$ cat src/hdl/brs_pkg.sv
package brs_pkg;

  localparam int BRS_WORD_COUNT = 1024;
  localparam int BRS_CNT_W      = 17;

  typedef enum logic [2:0] {
    OP_TEST_AND_SET = 3'd0,
    OP_TEST         = 3'd1,
    OP_CLEAR_ALL    = 3'd2,
    OP_FINALIZE     = 3'd3,
    OP_RANK         = 3'd4
  } brs_op_e;

  typedef struct packed {
    logic                 bit_before;
    logic [BRS_CNT_W-1:0] rank_value;
    logic [BRS_CNT_W-1:0] total_set;
  } brs_res_t;

  // pairwise adder tree, six levels
  function automatic logic [6:0] ones64(logic [63:0] v);
    logic [6:0] s [64];
    for (int i = 0; i < 64; i++) begin
      s[i] = {6'd0, v[i]};
    end
    for (int lvl = 0; lvl < 6; lvl++) begin
      for (int i = 0; i < (64 >> (lvl + 1)); i++) begin
        s[i] = s[2*i] + s[2*i+1];
      end
    end
    return s[0];
  endfunction

endpackage

$ cat src/hdl/brs_seq.sv
module brs_seq import brs_pkg::*; #(
  parameter int WORD_COUNT = BRS_WORD_COUNT,
  localparam int AW = (WORD_COUNT > 1) ? $clog2(WORD_COUNT) : 1
) (
  input  logic                 clk_i,
  input  logic                 rst_ni,
  input  logic                 req_valid_i,
  input  logic [2:0]           req_operation_i,
  input  logic [15:0]          req_slot_i,
  output logic                 req_ready_o,
  input  logic                 out_free_i,
  output logic                 res_valid_o,
  output brs_res_t             res_o,
  output logic                 bit_we_o,
  output logic [AW-1:0]        bit_waddr_o,
  output logic [63:0]          bit_wdata_o,
  output logic                 bit_re_o,
  output logic [AW-1:0]        bit_raddr_o,
  input  logic [63:0]          bit_rdata_i,
  output logic                 dir_we_o,
  output logic [AW-1:0]        dir_waddr_o,
  output logic [BRS_CNT_W-1:0] dir_wdata_o,
  output logic                 dir_re_o,
  output logic [AW-1:0]        dir_raddr_o,
  input  logic [BRS_CNT_W-1:0] dir_rdata_i
);

  localparam logic [2:0] ST_INIT = 3'd0;
  localparam logic [2:0] ST_IDLE = 3'd1;
  localparam logic [2:0] ST_EXEC = 3'd2;
  localparam logic [2:0] ST_CLR  = 3'd3;
  localparam logic [2:0] ST_FIN  = 3'd4;
  localparam logic [2:0] ST_DONE = 3'd5;

  localparam logic [AW:0]          CNT_LAST  = (AW+1)'(WORD_COUNT - 1);
  localparam logic [AW:0]          CNT_END   = (AW+1)'(WORD_COUNT);
  localparam logic [AW-1:0]        IDX_LAST  = AW'(WORD_COUNT - 1);
  localparam logic [BRS_CNT_W-1:0] WORDS_LIM = BRS_CNT_W'(WORD_COUNT);

  logic [2:0]           st_q, st_d;
  logic [AW:0]          cnt_q, cnt_d;
  logic                 pv_q, pv_d;
  logic [AW-1:0]        pidx_q, pidx_d;
  logic [BRS_CNT_W-1:0] run_q, run_d;
  logic [BRS_CNT_W-1:0] tot_q, tot_d;
  logic [2:0]           op_q;
  logic [AW-1:0]        word_q;
  logic [5:0]           bpos_q;
  logic                 rng_q;
  logic                 bb_q, bb_d;
  logic [BRS_CNT_W-1:0] rank_q, rank_d;

  logic                 accept;
  logic                 slot_rng;
  logic                 cur_bb;
  logic [63:0]          bit_mask;
  logic [6:0]           low_ones;
  logic [6:0]           word_ones;
  logic [BRS_CNT_W-1:0] cur_rank;
  logic [BRS_CNT_W-1:0] run_next;

  assign accept    = req_valid_i && req_ready_o;
  assign slot_rng  = {7'd0, req_slot_i[15:6]} < WORDS_LIM;
  assign bit_mask  = 64'd1 << bpos_q;
  assign cur_bb    = rng_q & bit_rdata_i[bpos_q];
  assign low_ones  = ones64(bit_rdata_i & (bit_mask - 64'd1));
  assign word_ones = ones64(bit_rdata_i);
  assign run_next  = run_q + {10'd0, word_ones};
  assign cur_rank  = (op_q == OP_RANK && rng_q) ? dir_rdata_i + {10'd0, low_ones}
                                                : '0;

  always_comb begin
    st_d        = st_q;
    cnt_d       = cnt_q;
    pv_d        = 1'b0;
    pidx_d      = pidx_q;
    run_d       = run_q;
    tot_d       = tot_q;
    bb_d        = bb_q;
    rank_d      = rank_q;
    req_ready_o = 1'b0;
    res_valid_o = 1'b0;
    res_o       = '{bit_before: bb_q, rank_value: rank_q, total_set: tot_q};
    bit_we_o    = 1'b0;
    bit_waddr_o = cnt_q[AW-1:0];
    bit_wdata_o = '0;
    bit_re_o    = 1'b0;
    bit_raddr_o = AW'(req_slot_i[15:6]);
    dir_we_o    = 1'b0;
    dir_waddr_o = cnt_q[AW-1:0];
    dir_wdata_o = '0;
    dir_re_o    = 1'b0;
    dir_raddr_o = AW'(req_slot_i[15:6]);
    case (st_q)
      ST_INIT: begin
        bit_we_o = 1'b1;
        dir_we_o = 1'b1;
        cnt_d    = cnt_q + 1'b1;
        if (cnt_q == CNT_LAST) begin
          st_d = ST_IDLE;
        end
      end
      ST_IDLE: begin
        req_ready_o = 1'b1;
        if (req_valid_i) begin
          bit_re_o = 1'b1;
          dir_re_o = 1'b1;
          st_d     = ST_EXEC;
        end
      end
      ST_EXEC: begin
        bb_d   = cur_bb;
        rank_d = cur_rank;
        if (op_q == OP_TEST_AND_SET && rng_q) begin
          bit_we_o    = 1'b1;
          bit_waddr_o = word_q;
          bit_wdata_o = bit_rdata_i | bit_mask;
        end
        cnt_d = '0;
        run_d = '0;
        if (op_q == OP_CLEAR_ALL) begin
          st_d = ST_CLR;
        end else if (op_q == OP_FINALIZE) begin
          st_d = ST_FIN;
        end else if (out_free_i) begin
          res_valid_o = 1'b1;
          res_o       = '{bit_before: cur_bb, rank_value: cur_rank, total_set: tot_q};
          st_d        = ST_IDLE;
        end else begin
          st_d = ST_DONE;
        end
      end
      ST_CLR: begin
        bit_we_o = 1'b1;
        cnt_d    = cnt_q + 1'b1;
        if (cnt_q == CNT_LAST) begin
          st_d = ST_DONE;
        end
      end
      ST_FIN: begin
        // read word n while counting word n-1
        if (cnt_q < CNT_END) begin
          bit_re_o    = 1'b1;
          bit_raddr_o = cnt_q[AW-1:0];
          pv_d        = 1'b1;
          pidx_d      = cnt_q[AW-1:0];
          cnt_d       = cnt_q + 1'b1;
        end
        if (pv_q) begin
          dir_we_o    = 1'b1;
          dir_waddr_o = pidx_q;
          dir_wdata_o = run_q;
          run_d       = run_next;
          if (pidx_q == IDX_LAST) begin
            tot_d = run_next;
            st_d  = ST_DONE;
          end
        end
      end
      ST_DONE: begin
        if (out_free_i) begin
          res_valid_o = 1'b1;
          st_d        = ST_IDLE;
        end
      end
      default: begin
        st_d = ST_IDLE;
      end
    endcase
  end

  always_ff @(posedge clk_i or negedge rst_ni) begin
    if (!rst_ni) begin
      st_q  <= ST_INIT;
      cnt_q <= '0;
      pv_q  <= 1'b0;
      tot_q <= '0;
    end else begin
      st_q  <= st_d;
      cnt_q <= cnt_d;
      pv_q  <= pv_d;
      tot_q <= tot_d;
    end
  end

  always_ff @(posedge clk_i) begin
    pidx_q <= pidx_d;
    run_q  <= run_d;
    bb_q   <= bb_d;
    rank_q <= rank_d;
    if (accept) begin
      op_q   <= req_operation_i;
      word_q <= AW'(req_slot_i[15:6]);
      bpos_q <= req_slot_i[5:0];
      rng_q  <= slot_rng;
    end
  end

endmodule

$ cat config.mk
export PLATFORM = sky130hd
export DESIGN_NAME = brs_seq
export DESIGN_NICKNAME = d
export VERILOG_FILES = /design/src/hdl/brs_pkg.sv /design/src/hdl/brs_seq.sv
export SDC_FILE = /design/constraint.sdc
export NUM_CORES = 1
export LEC_CHECK = 0
export ABC_AREA = 1
export BUFFER_PORTS_ARGS = -buffer_cell sky130_fd_sc_hd__buf_2
export CORE_ASPECT_RATIO = 0.7
export CORE_UTILIZATION = 50
export DETAILED_ROUTE_END_ITERATION = 6
export PLACE_DENSITY = 0.84
export SETUP_SLACK_MARGIN = 0.05
export SLEW_MARGIN = 5
export SYNTH_ARGS = -nofsm -noshare
export SYNTH_HDL_FRONTEND = slang
export SYNTH_SLANG_ARGS = --single-unit
$ cat constraint.sdc
create_clock -name clk_i -period 25.6 [get_ports clk_i]
set_clock_uncertainty 0.2 [all_clocks]
set_input_delay 3.84 -clock clk_i [delete_from_list [all_inputs] [get_ports clk_i]]
set_output_delay 3.84 -clock clk_i [all_outputs]
set_load 0.01 [all_outputs]
Word-level counts from Yosys, hierarchy flattened
Cells that the tools add are included.
W data, S select, Z words.
Cells by class
  add/sub/neg operators: 130
  $lt $le $gt $ge: 2
  eq/ne operators: 17
  shift operators: 1
  muxes and demuxes: 45
  bitwise operators: 2
  reduce and logical (&&, ||, !) cells: 11
Operators with widths (count)
  $mux W35: 4
  $add A1 B1 Y2: 64
  $mux W64: 2
  $add A2 B2 Y3: 32
  $mux W17: 4
  $add A3 B3 Y4: 16
  $and A64 B64 Y64: 1
  $or A64 B64 Y64: 1
  $shl A1 B6 Y64 const A: 1
  $sub A64 B1 Y64 const B: 1
  $mux W10: 6
  $add A4 B4 Y5: 8
  $add A17 B7 Y17: 2
  $pmux W17 S2: 1
  $pmux W11 S3: 1
  $mux W3: 9
  $add A5 B5 Y6: 4
  $pmux W3 S6: 1
  $add A6 B6 Y7: 2
  $ne A2 B2 Y1 const B: 7
  $eq A3 B2 Y1 const B: 4
  $add A11 B1 Y11 const B: 1
  $eq A11 B10 Y1 const B: 1
  $lt A11 B11 Y1 const B: 1
  16 further kinds: 34
Storage, ports and cells
  register bits: 96
  bits of input ports: 104
  output and inout bits: 162
  word-level logic and storage cells: 219

Depth between registers and ports, before layout
  depth after elaboration: 15
  mapped depth: 42
  gate-level depth less buffers: 40

Worst setup path before layout
Ideal clock, no wire load.
  path kind: input port to output port
  start: input bit_rdata_i[10]
  end: output res_o[27] in the netlist's numbering
  arrival: 10.112 ns
  required time: 21.560 ns
  setup slack: 11.448 ns
  stages: 23
  buffers on the path: 0
  cells stage by stage: inv_1 a21oi_1 o21ai_0 fa_1 inv_1 fa_1 inv_1 fa_1 fa_1 fa_1 fa_1 fa_1 inv_1 fa_1 fa_1 fa_1 nand3_1 nand3_1 a21oi_1 o21ai_0 or2_2 nand4_1 nand2_1
RTL lines
  start, declared: RTL line brs_seq.sv:19  | input logic [63:0] bit_rdata_i,
  end, declared: RTL line brs_seq.sv:13  | output brs_res_t res_o,

==> reports/qor.yml <==
clk_transition_reported_paths_ns: 0.07
grt_pass1_vias: 13300
post_cts_resize_count: 0
violations: "DRC"
worstSkewPairLatency_ns: 0.35
chipWidth_um: 194
detailedPlacementHpwl_um: 48400
grt_antenna_before_repair: 1
largest_net_degree_at_the_start_of_global_routing: 86
drive_above_1_share_pct: 19.6
critical_path_class: "input port to primary output"
cts_inserted_buffers: 9
die_h_um: 136
post_drt_via_cell_ratio: 6.17
initial_standard_cell_utilization_of_the_core_pct: 51.6
setup.worst_path.end_class: "primary output"
synth.yosys.warnings: 0
endpoint: "res_o[27]"
drt_pass1_iterations: 7
stages_on_the_worst_setup_path: 25
cts_num_sinks: 96
global_route_wire_length_before_repair_um: 85800
outcome: "finished, violations left"
crit_path_start: "bit_rdata_i[46]"
yosysSeqAreaShare_pct: 21.2
placement.io_buffers: 265
std_cell_rows: 48
max_cap_viol_count: 0
worst_max_slew_margin_expressed_relative_to_the_limit_pct: 25.5
syn-num-nets: 2066
detail_route.drc_violations: 6
synth_seq_cells: 96
clk_root_buffer_cell: "clkbuf_16"
cell_taking_the_most_area_after_synthesis: "fa_1"
whs_ns: 0.282
grtUsageTotal_pct: 44.8
timing.rr.start: "bpos_q[0]"
ys.flop_type: "edfxtp_1"
design.core.area_sq_um: 24900
yosysUniqueCellTypes: 49
critical_path_peak_fanout: 5
drtAntennaViolNets: 0
synth_common_cells: "349 x nand2_1, 274 x nor2_1, 266 x inv_1, 134 x a21oi_1, 126 x nand3_1"
crit_path_time_final_ns: 14.89
cts_setup_buffers: 0
synth.top_cells.by_area: "fa_1 17%, edfxtp_1 15%, nand2_1 10%"
global_route.overflow_total: 0
reg2reg_to: "rank_q[10]"
reg2reg_setup_slack_ns: 15.24
total_instance_count_after_detailed_placement: 2325
synth_area_sq_um: 12900
grt_setup_unrepaired: "false"
postSynth.asyncResetShare_pct: 33.3
vias: 14500
critical_path_required_ns: 21.56
setup-tns-final_ns: 0
drt-total-wl_um: 59100
non_filler_cells_final: 2343
ctsHoldBuffers: 0
timing.critical_path.slowest_cell_delay_ns: 0.62
number_of_setup_violations_in_the_final_report: 0
worst_path_dominant_cell_family: "adder cells"
place_area_sq_um: 14200
critical_path.slowest_cell: "fa_1"
ctsLongestPathBuffers: 2
tightest_slew_ns: 1.11
cts_htree_levels: 3
crit_path_frequent_cell: "fa_1"
reg2reg_depth: 32
final-max-slew-violation-count: 0
place.gp.congestion: 1.09
hold_class: "flop to flop"
design.die.area_sq_um: 26400
critPathBufInv: 7
tritoncts_clock_tree: "built"
syn-mean-instance-area_sq_um: 7.17
wl_per_cell_um: 25.2
finalHoldViolCount: 0
area_delta_synth_final_pct: 12.9
layout_worst_path_cycle_share_pct: 58.2
design.final.nets: 2283
synth_top_area_share_pct: 17.4
syn_inst: 1794
yosysMostFrequentCell: "nand2_1"
num_io_pins: 266
detail_route.iter0.violations: 2107
synth_edf_count: 64
setup.worst_path.start_class: "input port"
stdcell_area_sq_um: 14500
fmax_ghz: 0.0671
cp_data_arrival_time_ns: 10.85
## kinds of logic after synthesis
logic type,count (synthesis),synth area share [%]
AO/OA/AOI/OAI,225,8.96
XOR/XNOR,15,1.02
adder cells (fa/ha/maj),168,22.9
buffers and inverters,354,11.7
flip-flops,96,21.2
other,1,0.0291
AND/OR/NAND/NOR,935,34.2
## per-stage QoR
step	util [%]	worst slack (ns)
4_1_cts	58.2	10.78
3_5_place_dp	57.1	10.81
3_3_place_gp	57.1	10.92
6_report	58.3	10.71
5_1_grt	58.2	10.46
2_1_floorplan	-	11.45
## registers in the layout, indices dropped and copies added, names as in the netlist
name and count:
bpos_q 6, bb_q 1, pidx_q 10, rank_q 17, run_q 17, tot_q 17
op_q 3, pv_q 1, cnt_q 11, st_q 3, word_q 10
## worst min path at each step
| stage | startpoint | cells past startpoint | to | slack [ns] |
|---|---|---|---|---|
| 6_report | tot_q[12] | 2 | tot_q[12] | 0.28 |
| 4_1_cts | cnt_q[9] | 0 | pidx_q[9] | 0.28 |
| 3_3_place_gp | cnt_q[9] | 0 | pidx_q[9] | 0.26 |
| 5_1_grt | cnt_q[1] | 0 | pidx_q[1] | 0.29 |
| 2_1_floorplan | cnt_q[7] | 0 | pidx_q[7] | 0.25 |
| 3_5_place_dp | tot_q[10] | 2 | tot_q[10] | 0.26 |
## worst min-delay path, delay by kind of cell, from the launching register on
family,cells,cell delay [ns]
AOI/OAI and AO/OA,1,0.06
and+or+nand+nor,1,0.05
DFF,1,0.34
## metal layers
metal / up-vias / track usage (%) / wire length (um)
met2: 1187 / 60.5 / 22700
met3: 155 / 21.3 / 10500
met5: - / 0 / 0
met4: 0 / 11.1 / 1770
li1: 6203 / - / -
met1: 6914 / 63.2 / 24100
## placed cells by master, fill, tap and decap left out, types with 3 or more instances in the layout
cell type	Yosys	final
nand4_2	15	15
buf_4	15	8
nor3_2	2	3
nor4_1	4	4
nand4_1	49	49
nand3_1	126	126
nor2_1	274	274
clkbuf_16	0	9
ha_1	56	56
buf_2	21	265
nand4_4	4	4
edfxtp_1	64	64
nor2_2	23	23
nand2_1	349	348
o21ai_1	11	11
fa_1	112	112
nor2_4	10	10
nor3_1	38	37
xnor2_1	6	6
a21oi_1	134	134
nand3_2	7	7
a21o_1	3	3
clkinv_2	0	3
o21ai_0	69	69
inv_2	17	17
inv_1	266	266
o21bai_1	3	3
nand2_2	15	16
dfrtp_1	32	32
xor2_1	9	9
nand2_4	4	4
## layout make-up
type	instances	area, sq um
timing repair buffer	273	1390
multi-input combinational	1344	8640
clock inverter	7	47.5
inverter	287	1080
tap	325	407
antenna	2	5.00
sequential	96	2720
clock buffer	9	225
fill	2298	10400
Power is left out: the tool's default activity adds up to more than one toggle a clock period on the data nets, which glitch-free logic cannot reach.
